$ cat src/rtl/fcdd_pkg.sv
// fcdd_pkg: types, codes and a helper function shared by the deframer/decoder
// no dependencies

package fcdd_pkg;

   localparam logic [7:0] MARKER_BYTE = 8'hFF;
   localparam logic [7:0] MAX_ANGLE_RESET = 8'd180;

   localparam logic [7:0] CMD_MOTOR = 8'h00;
   localparam logic [7:0] CMD_SERVO = 8'h01;
   localparam logic [7:0] CMD_DUTY = 8'h02;
   localparam logic [7:0] CMD_LIGHT = 8'h04;
   localparam logic [7:0] CMD_BUZZER = 8'h05;
   localparam logic [7:0] CMD_IR_LEARN = 8'h50;
   localparam logic [7:0] CMD_IR_SEND = 8'h51;
   localparam logic [7:0] CMD_MODE = 8'h13;
   localparam logic [7:0] CMD_STORE = 8'h32;

   localparam logic [3:0] ACT_MOTOR = 4'd0;
   localparam logic [3:0] ACT_SERVO = 4'd1;
   localparam logic [3:0] ACT_DUTY = 4'd2;
   localparam logic [3:0] ACT_LIGHT = 4'd3;
   localparam logic [3:0] ACT_BUZZER = 4'd4;
   localparam logic [3:0] ACT_IR_LEARN = 4'd5;
   localparam logic [3:0] ACT_IR_SEND = 4'd6;
   localparam logic [3:0] ACT_MODE = 4'd7;
   localparam logic [3:0] ACT_STORE = 4'd8;

   localparam logic [7:0] MAX_MOTOR_DIR = 8'd4;
   localparam logic [7:0] MAX_SERVO_IDX = 8'd8;
   localparam logic [7:0] IR_TYPE_LIMIT = 8'd5;
   localparam logic [7:0] IR_NUM_LIMIT = 8'd10;
   localparam logic [7:0] MAX_MODE = 8'd6;

   localparam logic [2:0] FRAME_LEN = 3'd3;
   localparam logic [2:0] COUNT_SAT = 3'd4;

   typedef enum logic [1:0] {
      KIND_NONE,
      KIND_OPEN,
      KIND_CLOSE
   } kind_type;

   typedef struct packed {
      kind_type   kind;
      logic [7:0] b0;
      logic [7:0] b1;
      logic [7:0] b2;
   } task_type;

   typedef struct packed {
      logic       frame_done;
      logic       restart_timeout;
      logic [3:0] action;
      logic [2:0] motor_dir;
      logic [2:0] run_status;
      logic [2:0] channel;
      logic [7:0] value;
   } result_type;

   function automatic logic [2:0] status_of_dir(input logic [2:0] dir);
      logic [2:0] st;
      unique case (dir)
         3'd0: st = 3'd4;
         3'd1: st = 3'd3;
         3'd2: st = 3'd5;
         3'd3: st = 3'd2;
         3'd4: st = 3'd1;
         default: st = 3'd0;
      endcase
      return st;
   endfunction

endpackage

$ cat src/rtl/fcdd_front.sv
// fcdd_front: frame tracker, classifies each byte and stores the payload
// depends on fcdd_pkg

module fcdd_front (
   input  logic                clock,
   input  logic                reset,
   input  logic                byte_valid,
   input  logic [7:0]          rx_byte,
   output fcdd_pkg::task_type  task_out
);
   import fcdd_pkg::*;

   logic       receiving_ff, receiving_in;
   logic [2:0] count_ff, count_in;
   logic [7:0] buf_ff [3];
   logic       is_marker;

   assign is_marker = (rx_byte == MARKER_BYTE);

   always_comb begin
      receiving_in = receiving_ff;
      count_in = count_ff;
      task_out.kind = KIND_NONE;
      task_out.b0 = buf_ff[0];
      task_out.b1 = buf_ff[1];
      task_out.b2 = buf_ff[2];
      if (!receiving_ff) begin
         if (is_marker) begin
            receiving_in = 1'b1;
            count_in = 3'd0;
            task_out.kind = KIND_OPEN;
         end
      end else if (is_marker) begin
         receiving_in = 1'b0;
         count_in = 3'd0;
         if (count_ff == FRAME_LEN) begin
            task_out.kind = KIND_CLOSE;
         end
      end else if (count_ff < COUNT_SAT) begin
         count_in = count_ff + 3'd1;
      end
   end

   always_ff @(posedge clock) begin
      if (reset) begin
         receiving_ff <= 1'b0;
         count_ff <= 3'd0;
      end else if (byte_valid) begin
         receiving_ff <= receiving_in;
         count_ff <= count_in;
      end
   end

   // payload store
   always_ff @(posedge clock) begin
      if (byte_valid && receiving_ff && !is_marker && count_ff < FRAME_LEN) begin
         buf_ff[count_ff[1:0]] <= rx_byte;
      end
   end

endmodule

$ cat src/rtl/fcdd_fifo.sv
// fcdd_fifo: two-entry transaction queue between front and back
// depends on fcdd_pkg

module fcdd_fifo (
   input  logic                clock,
   input  logic                reset,
   input  logic                push,
   input  fcdd_pkg::task_type  push_data,
   output logic                full,
   input  logic                pop,
   output logic                not_empty,
   output fcdd_pkg::task_type  head
);
   import fcdd_pkg::*;

   task_type   mem_ff [2];
   logic       wr_ptr_ff, rd_ptr_ff;
   logic [1:0] count_ff, count_in;

   assign full = (count_ff == 2'd2);
   assign not_empty = (count_ff != 2'd0);
   assign head = mem_ff[rd_ptr_ff];

   always_comb begin
      count_in = count_ff;
      if (push && !pop) begin
         count_in = count_ff + 2'd1;
      end else if (pop && !push) begin
         count_in = count_ff - 2'd1;
      end
   end

   always_ff @(posedge clock) begin
      if (reset) begin
         wr_ptr_ff <= 1'b0;
         rd_ptr_ff <= 1'b0;
         count_ff <= 2'd0;
      end else begin
         if (push) wr_ptr_ff <= ~wr_ptr_ff;
         if (pop) rd_ptr_ff <= ~rd_ptr_ff;
         count_ff <= count_in;
      end
   end

   always_ff @(posedge clock) begin
      if (push) begin
         mem_ff[wr_ptr_ff] <= push_data;
      end
   end

endmodule

$ cat src/rtl/fcdd_back.sv
// fcdd_back: command decoder and output register
// depends on fcdd_pkg

module fcdd_back (
   input  logic                clock,
   input  logic                reset,
   input  logic                csr_wr_en,
   input  logic [7:0]          csr_wr_data,
   input  logic                task_valid,
   input  fcdd_pkg::task_type  task_in,
   output logic                task_pop,
   output logic                out_valid,
   input  logic                out_ready,
   output fcdd_pkg::result_type out_data
);
   import fcdd_pkg::*;

   logic [7:0] max_angle_ff;
   logic       out_valid_ff;
   result_type out_ff;
   result_type res;
   logic       ok;
   logic [7:0] b0, b1, b2;

   assign b0 = task_in.b0;
   assign b1 = task_in.b1;
   assign b2 = task_in.b2;

   assign task_pop = task_valid && (!out_valid_ff || out_ready);
   assign out_valid = out_valid_ff;
   assign out_data = out_ff;

   always_comb begin
      res = '0;
      ok = 1'b0;
      unique case (b0)
         CMD_MOTOR: begin
            ok = (b1 <= MAX_MOTOR_DIR);
            res.action = ACT_MOTOR;
            res.motor_dir = b1[2:0];
            res.run_status = status_of_dir(b1[2:0]);
         end
         CMD_SERVO: begin
            ok = (b2 <= max_angle_ff) && (b1 != 8'd0) && (b1 <= MAX_SERVO_IDX);
            res.action = ACT_SERVO;
            res.channel = 3'(b1 - 8'd1);
            res.value = b2;
         end
         CMD_DUTY: begin
            ok = (b1 == 8'd1) || (b1 == 8'd2);
            res.action = ACT_DUTY;
            res.channel = 3'(b1 - 8'd1);
            res.value = 8'({b2, 3'b000} + {b2, 1'b0});
         end
         CMD_LIGHT, CMD_BUZZER: begin
            ok = (b1 <= 8'd1);
            res.action = (b0 == CMD_LIGHT) ? ACT_LIGHT : ACT_BUZZER;
            res.value = b1;
         end
         CMD_IR_LEARN, CMD_IR_SEND: begin
            ok = (b1 < IR_TYPE_LIMIT) && (b2 < IR_NUM_LIMIT);
            res.action = (b0 == CMD_IR_LEARN) ? ACT_IR_LEARN : ACT_IR_SEND;
            res.channel = b1[2:0];
            res.value = b2;
         end
         CMD_MODE: begin
            ok = 1'b1;
            res.action = ACT_MODE;
            res.value = (b1 <= MAX_MODE) ? b1 : 8'd0;
         end
         CMD_STORE: begin
            ok = 1'b1;
            res.action = ACT_STORE;
         end
         default: ok = 1'b0;
      endcase
      if (task_in.kind == KIND_CLOSE && ok) begin
         res.frame_done = 1'b1;
      end else begin
         res = '0;
         res.restart_timeout = (task_in.kind == KIND_OPEN);
      end
   end

   always_ff @(posedge clock) begin
      if (reset) begin
         max_angle_ff <= MAX_ANGLE_RESET;
         out_valid_ff <= 1'b0;
      end else begin
         if (csr_wr_en) max_angle_ff <= csr_wr_data;
         if (task_pop) begin
            out_valid_ff <= 1'b1;
         end else if (out_ready) begin
            out_valid_ff <= 1'b0;
         end
      end
   end

   always_ff @(posedge clock) begin
      if (task_pop) begin
         out_ff <= res;
      end
   end

endmodule

$ cat src/rtl/framed_command_deframer_decoder_top.sv
// Framed command deframer/decoder: takes one received byte per transaction and returns one
// result transaction per byte. A 0xFF byte while idle opens a frame (restart_timeout set);
// the next 0xFF closes it, and a frame of exactly three payload bytes is decoded into a
// command (frame_done set only if the command and its arguments are valid). One byte is
// accepted every clock cycle while rsp_tready stays high. A byte goes into the two-entry
// queue at its accept edge; it is decoded from the queue head and its result is loaded
// into the output register once that register is free (empty or being taken). While
// rsp_tready is low, three transactions are held (two queued, one in the output register)
// before req_tready drops. The servo angle limit resets to 180 and is written via csr_.
// depends on fcdd_pkg, fcdd_front, fcdd_fifo, fcdd_back

module framed_command_deframer_decoder_top (
   input  logic        clock,
   input  logic        reset,
   input  logic        csr_wr_en,
   input  logic [7:0]  csr_wr_data,      // max_servo_angle
   input  logic        req_tvalid,
   output logic        req_tready,
   input  logic [7:0]  req_tdata,        // [7:0] rx_byte
   output logic        rsp_tvalid,
   input  logic        rsp_tready,
   // [0] frame_done, [1] restart_timeout, [5:2] action, [8:6] motor_dir,
   // [11:9] run_status, [14:12] channel, [22:15] value, [23] zero
   output logic [23:0] rsp_tdata
);
   import fcdd_pkg::*;

   logic       accept;
   logic       fifo_full, fifo_not_empty, fifo_pop;
   task_type   front_task, head_task;
   result_type res;

   assign req_tready = !fifo_full;
   assign accept = req_tvalid && req_tready;

   fcdd_front u_front (
      .clock      (clock),
      .reset      (reset),
      .byte_valid (accept),
      .rx_byte    (req_tdata),
      .task_out   (front_task)
   );

   fcdd_fifo u_fifo (
      .clock     (clock),
      .reset     (reset),
      .push      (accept),
      .push_data (front_task),
      .full      (fifo_full),
      .pop       (fifo_pop),
      .not_empty (fifo_not_empty),
      .head      (head_task)
   );

   fcdd_back u_back (
      .clock       (clock),
      .reset       (reset),
      .csr_wr_en   (csr_wr_en),
      .csr_wr_data (csr_wr_data),
      .task_valid  (fifo_not_empty),
      .task_in     (head_task),
      .task_pop    (fifo_pop),
      .out_valid   (rsp_tvalid),
      .out_ready   (rsp_tready),
      .out_data    (res)
   );

   assign rsp_tdata = {1'b0, res.value, res.channel, res.run_status, res.motor_dir,
                       res.action, res.restart_timeout, res.frame_done};

endmodule

$ cat config.mk
export PLATFORM = sky130hd
export DESIGN_NAME = framed_command_deframer_decoder_top
export DESIGN_NICKNAME = d
export VERILOG_FILES = /design/src/rtl/fcdd_pkg.sv /design/src/rtl/fcdd_front.sv /design/src/rtl/fcdd_fifo.sv /design/src/rtl/fcdd_back.sv /design/src/rtl/framed_command_deframer_decoder_top.sv
export SDC_FILE = /design/constraint.sdc
export NUM_CORES = 1
export LEC_CHECK = 0
export BUFFER_PORTS_ARGS = -buffer_cell sky130_fd_sc_hd__buf_2
export CAP_MARGIN = 20
export CORE_MARGIN = 2
export CORE_UTILIZATION = 40
export DETAILED_ROUTE_END_ITERATION = 10
export PLACE_DENSITY_LB_ADDON = 0.15
export SLEW_MARGIN = 40
export SYNTH_ARGS = -nofsm -noshare
export SYNTH_HDL_FRONTEND = slang
export SYNTH_SLANG_ARGS = --single-unit
$ cat constraint.sdc
create_clock -name clock -period 5.8 [get_ports clock]
set_clock_uncertainty 0.2 [all_clocks]
set_input_delay 1.16 -clock clock [delete_from_list [all_inputs] [get_ports clock]]
set_output_delay 1.16 -clock clock [all_outputs]
set_load 0.03 [all_outputs]
Yosys cells after proc, flatten, opt, wreduce, memory -nomap -nowiden
Memory sizes are Yosys's and may differ from the RTL's. A register that Yosys moved wholly into a read port is not among the register bits.
Index checks and enable logic that the tools add are counted.
{"block": "word_totals", "output_inout_bits": 26, "memories": 2, "latch_bits": 0, "ramBits": 76, "reg_bits": 40, "mem_bits_ro": 0, "elab_cells": 114}
{"block": "classes", "reduce_logical": 33, "n_shift": 0, "n_lt_le_gt_ge": 9, "mul": 0, "add_sub_neg": 5, "muxes": 30, "div_mod_pow": 0, "bitwise": 2, "n_eq_ne": 19}
{"memory": "u_fifo.mem_ff", "depth": 2, "width": 26, "read_ports": 1, "rd_clocked_by_memory_dff": 1, "wr": 1, "line_no": "fcdd_fifo.sv:16", "rtl": "task_type mem_ff [2];"}
{"memory": "u_front.buf_ff", "depth": 3, "width": 8, "read_ports": 3, "rd_clocked_by_memory_dff": 0, "wr": 1, "line_no": "fcdd_front.sv:15", "rtl": "logic [7:0] buf_ff [3];"}
{"cell": "8-bit case mux with 4 select lines", "count": 1}
{"cell": "4-bit case mux with 6 select lines", "count": 1}
{"cell": "8-bit by 1-bit equality test with 1-bit output, second input constant", "count": 2}
{"cell": "8-bit by 2-bit equality test with 1-bit output, second input constant", "count": 2}
{"cell": "8-bit by 3-bit equality test with 1-bit output, second input constant", "count": 2}
{"cell": "8-bit by 7-bit equality test with 1-bit output, second input constant", "count": 2}
{"cell": "8-bit by 3-bit <= comparator with 1-bit output, second input constant", "count": 2}
{"cell": "3-bit 2-to-1 mux", "count": 5}
{"cell": "3-bit case mux with 5 select lines", "count": 1}
{"cell": "1-bit 2-to-1 mux", "count": 13}
{"cell": "2-bit 2-to-1 mux", "count": 6}
{"cell": "1-bit logical AND", "count": 11}
{"cell": "2-bit nonzero test", "count": 5}
{"cell": "3-bit by 2-bit equality test with 1-bit output, second input constant", "count": 3}
{"cell": "8-bit adder", "count": 1}
{"cell": "8-bit by 5-bit equality test with 1-bit output, second input constant", "count": 1}
{"cell": "8-bit by 6-bit equality test with 1-bit output, second input constant", "count": 1}
{"cell": "8-bit equality test, second input constant", "count": 1}
{"cell": "8-bit by 1-bit <= comparator with 1-bit output, second input constant", "count": 1}
{"cell": "8-bit by 4-bit <= comparator with 1-bit output, second input constant", "count": 1}
{"cell": "8-bit <= comparator", "count": 1}
{"cell": "8-bit zero test", "count": 1}
{"cell": "8-bit by 3-bit < comparator with 1-bit output, second input constant", "count": 1}
{"cell": "8-bit by 4-bit < comparator with 1-bit output, second input constant", "count": 1}
{"cell": "other kinds (22)", "count": 32}

Logic depth before layout (Yosys ltp)
{"block": "logic_depth", "ltp_word": 8, "mapped_depth": 15}

Cells and area by module
Synthesis repeated with hierarchy kept, for this count alone.
{"block": "unflattened", "hier_cells": 396, "hier_area_um2": 5333.9}
{"mod": "fcdd_back", "n_inst": 1, "cells_each": 226, "area_each_um2": 2158.3, "seq_area_each_um2": 870.8}
{"mod": "fcdd_fifo", "n_inst": 1, "cells_each": 103, "area_each_um2": 2092.0, "seq_area_each_um2": 1661.6}
{"mod": "fcdd_front", "n_inst": 1, "cells_each": 63, "area_each_um2": 1062.3, "seq_area_each_um2": 800.8}
{"mod": "framed_command_deframer_decoder_top", "n_inst": 1, "cells_each": 4, "area_each_um2": 21.3, "seq_area_each_um2": 0.0}

Worst setup path after synthesis
No wires, ideal clock.
{"block": "synth_path", "path_type": "reg-to-reg", "startpoint": "reg with a tool-made name", "endpoint": "reg u_back.out_ff (netlist bit u_back.out_data[7]), data pin", "arrival_ns": 3.422, "path_buffers": 6, "path_stages_with_launch": 15, "path_slack_ns": 1.993, "period_less_slack_ns": 3.807, "path_cell_list": "dfxtp_1 -> buf_6 -> buf_6 -> buf_2 -> buf_2 -> clkbuf_1 -> buf_2 -> mux2_2 -> ha_1 -> fa_1 -> a21o_1 -> a21oi_1 -> xnor2_1 -> a22oi_1 -> a2111oi_4"}
{"item": "end signal, assigned", "line_no": "fcdd_back.sv:101", "rtl": "out_ff <= res;"}
{"item": "end, declared", "line_no": "fcdd_back.sv:20", "rtl": "result_type out_ff;"}

==> impl_results.rst <==
.. list-table::
   :header-rows: 1

   * - Metric
     - Value
   * - Outcome
     - completed
   * - Seq/Total Area, Yosys
     - 61.9%
   * - Number of hold violations in the final report
     - 0
   * - Fraction of the mapped netlist area in compound gates
     - 9.89%
   * - Data arrival time at the worst-slack endpoint
     - 3670 ps
   * - Starting density of the core
     - 40.8%
   * - Via count of the first global-routing pass
     - 3205
   * - FF+latch area
     - 0.00334 mm2
   * - Buffer cell driving the clock tree root
     - clkbuf_16
   * - Cell Count Post-Placement
     - 613
   * - Chip height
     - 120 um
   * - WL met3
     - 457 um
   * - Total wire length after detailed routing
     - 10400 um
   * - Number of antenna violations at the first check in global routing
     - 0
   * - Routed length on met2
     - 4690 um
   * - Via/cell ratio
     - 5.18
   * - Setup repair after global routing missed its margin
     - false
   * - Max Root-Sink Buffers
     - 2
   * - Predominant post-synthesis flop cell
     - edfxtp_1
   * - Headroom to the max-slew limit
     - 47.1%
   * - Combinational family with the most area after synthesis
     - simple AND/OR/NAND/NOR gates
   * - # IOs
     - 47
   * - Global route total overflow
     - 0
   * - Number of nets with antenna violations after routing
     - 0
   * - # setup viols final
     - 0
   * - Synth-to-layout area growth
     - 17.6%
   * - Std-Cell Core Area
     - 0.0132 mm2
   * - Placed cell area
     - 0.00577 mm2
   * - Port bufs
     - 45
   * - Overall fraction of global-route tracks in use
     - 15.6%
   * - H-tree depth reported by CTS
     - 4
   * - Synthesized Nets
     - 452
   * - Routed via count
     - 3339
   * - Area share of fa/ha/maj cells after synthesis
     - 6.41%
   * - Residual DRC
     - 0
   * - Total number of nets in the final design
     - 504
   * - Tightest hold margin
     - 237 ps
   * - Final standard cell area without fillers
     - 0.00634 mm2
   * - Later-pin clock latency in the skew report
     - 410 ps
   * - Number of buffers created by CTS
     - 17
   * - Critical Path Sink Type
     - flop
   * - Die ar.
     - 0.0144 mm2
   * - P per Cell Area
     - 457 mW/mm2
   * - Multi-input gate area in the final layout
     - 0.00188 mm2
   * - Post-synth EDFFs
     - 99
   * - Simple-gate portion of the synthesized area
     - 11.8%
   * - Leakage Power
     - 2.30 nW
   * - Clock-pin transition on the worst setup and hold timing paths
     - 50 ps
   * - Fraction of synthesized cell area in xor and xnor cells
     - 1.30%
   * - Number of instances in the synthesized netlist
     - 404
   * - Highest clock frequency the design can meet
     - 273 MHz
   * - Fraction of layout cells with a size suffix above 1
     - 19.6%
   * - CTS Hold Buffers Added
     - 0
   * - Routed wire per std cell
     - 16.1 um
   * - Gp weighted congestion
     - 0.831
   * - Max Cap Viol
     - 0
   * - Die span in x
     - 120 um
   * - Fillers
     - 1199
   * - Antenna cell count
     - 0
   * - Share of the core filled with cells
     - 48.0%
   * - Share of the cycle needed by the critical path after routing
     - 63.2%
   * - Cell area after synthesis
     - 0.00539 mm2
   * - Worst Hold Class
     - reg -> reg
   * - Crit path kind
     - reg -> reg
   * - Final Max Tran Viols
     - 0
   * - FP Rows
     - 42
   * - Synth Warn #
     - 0
   * - TritonCTS clock tree
     - built
   * - Worst-case setup slack after placement
     - 2180 ps
   * - Proportion of register bits with asynchronous set or reset after synthesis
     - 0%
   * - Number of detailed-routing iterations run before antenna repair
     - 4
   * - Synth cell types
     - 67
   * - Final cell count without fillers
     - 645
   * - Post-CTS Setup Repair Bufs
     - 0
   * - Post-synthesis area per instance
     - 13.3 um2
   * - Kind of start point of the critical path
     - flop
   * - Highest routed metal layer
     - met4
   * - Total Power Consumption
     - 2.90 mW
   * - Flops & latches, synth
     - 117
   * - Pin count of the biggest net entering global routing
     - 53
   * - HPWL after detailed placement
     - 7370 um
   * - Iteration-0 DRC count of the detailed router
     - 308
   * - Worst IR drop on VDD
     - 168 uV
   * - Post-layout minimum cycle time
     - 3660 ps
   * - Setup TNS
     - 0 ps
   * - Tightest Pin Transition
     - 793 ps
   * - Biggest fanout along the worst timing path
     - 52
   * - First-pass GRT wire length
     - 16900 um
   * - Post-CTS sizing
     - 0
   * - Sink count of the clock tree
     - 117
   * - Proportion of synthesized area in mux cells
     - 5.29%
   * - Slack of the critical path
     - 2140 ps
   * - Required time reported for the critical path endpoint
     - 5800 ps
   * - M1 wire length
     - 5030 um
==> kinds of logic (layout without fill, tap and decap cells) <==
kind of cell             after synthesis  in the layout
adder cells (fa/ha/maj)               27             27
buffers and inverters                 40            105
other                                  1              1
XOR/XNOR                               8              8
multiplexers                          27             27
flip-flops                           117            117
AND/OR/NAND/NOR                      115            115
AO/OA/AOI/OAI                         69             69
==> Yosys cell counts (all sizes together) (6+ instances only) <==
cell    number  area [um2]
nor3        18        90.1
ha          26         325
mux2i       15         150
mux2        12         135
buf          9        65.1
nor4        10        62.6
edfxtp      99        2970
nand2       20        75.1
inv         25        93.8
dfxtp       18         360
clkbuf       6        22.5
and2         6        37.5
o21ai        8        40.0
nor2        26        97.6
a21oi       15        75.1
==> report_power, final <==
part           total (mW)  internal, mW  leakage (nW)  switching [mW]
clock               0.977         0.643         0.272           0.334
sequential           1.17          1.07          1.08          0.0946
combinational       0.750         0.264         0.952           0.486
total                2.90          1.98          2.30           0.915
==> critical path, stage by stage, from the launching register on <==
cell and delay [ps]:
dfxtp_4 690, or3b_4 490, a222oi_1 630, nand2_1 190, nand4bb_1 220, o2111a_1 530
a2111oi_1 460
==> layout make-up <==
class,instances,area share [%]
Timing Repair Buffer,48,3.91
Tap cell,176,3.47
Multi-Input combinational cell,247,29.6
Inverter,25,1.48
Clock buffer,28,8.15
Sequential cell,117,52.7
Clock inverter,4,0.731
==> metal layers <==
layer,GRT usage [%],vias up
li1,-,1658
met1,21.5,1591
met2,22.9,74
met3,3.90,16
met4,7.57,0
met5,0,-
==> cell usage in the layout, fill, tap and decap left out, types with 6 or more instances in the layout <==
| cell | n |
|---|---|
| o21ai_0 | 6 |
| dfxtp_1 | 17 |
| and2_1 | 6 |
| mux2i_1 | 15 |
| nor4_1 | 10 |
| ha_1 | 26 |
| nor2_1 | 25 |
| nor3_1 | 18 |
| inv_1 | 24 |
| edfxtp_1 | 99 |
| clkbuf_16 | 17 |
| mux2_2 | 10 |
| nand2_1 | 20 |
| a21oi_1 | 15 |
| clkbuf_1 | 6 |
| buf_2 | 45 |
==> path summary, 6_finish.rpt <==
check / end / cells after the start / slack (ps) / from
worst max-delay path: u_back.out_data[8] / 6 / 2140 / flop
worst min-delay path: u_fifo.mem_ff[1][17] / 0 / 240 / u_front.buf_ff[0][1]
worst max register to register: u_back.out_data[8] / 6 / 2140 / flop
worst min register to register: u_fifo.mem_ff[1][17] / 0 / 240 / u_front.buf_ff[0][1]
==> sequential cells by signal, summed over array words and instances (netlist names), named ones only <==
register	flops
u_back.max_angle_ff	8
u_back.out_data	23
u_back.out_valid	1
u_fifo.count_ff	2
u_fifo.mem_ff	52
u_fifo.rd_ptr_ff	1
u_fifo.wr_ptr_ff	1
u_front.buf_ff	24
u_front.count_ff	3
u_front.receiving_ff	1
Note: power is estimated with default switching activity, not from simulation.
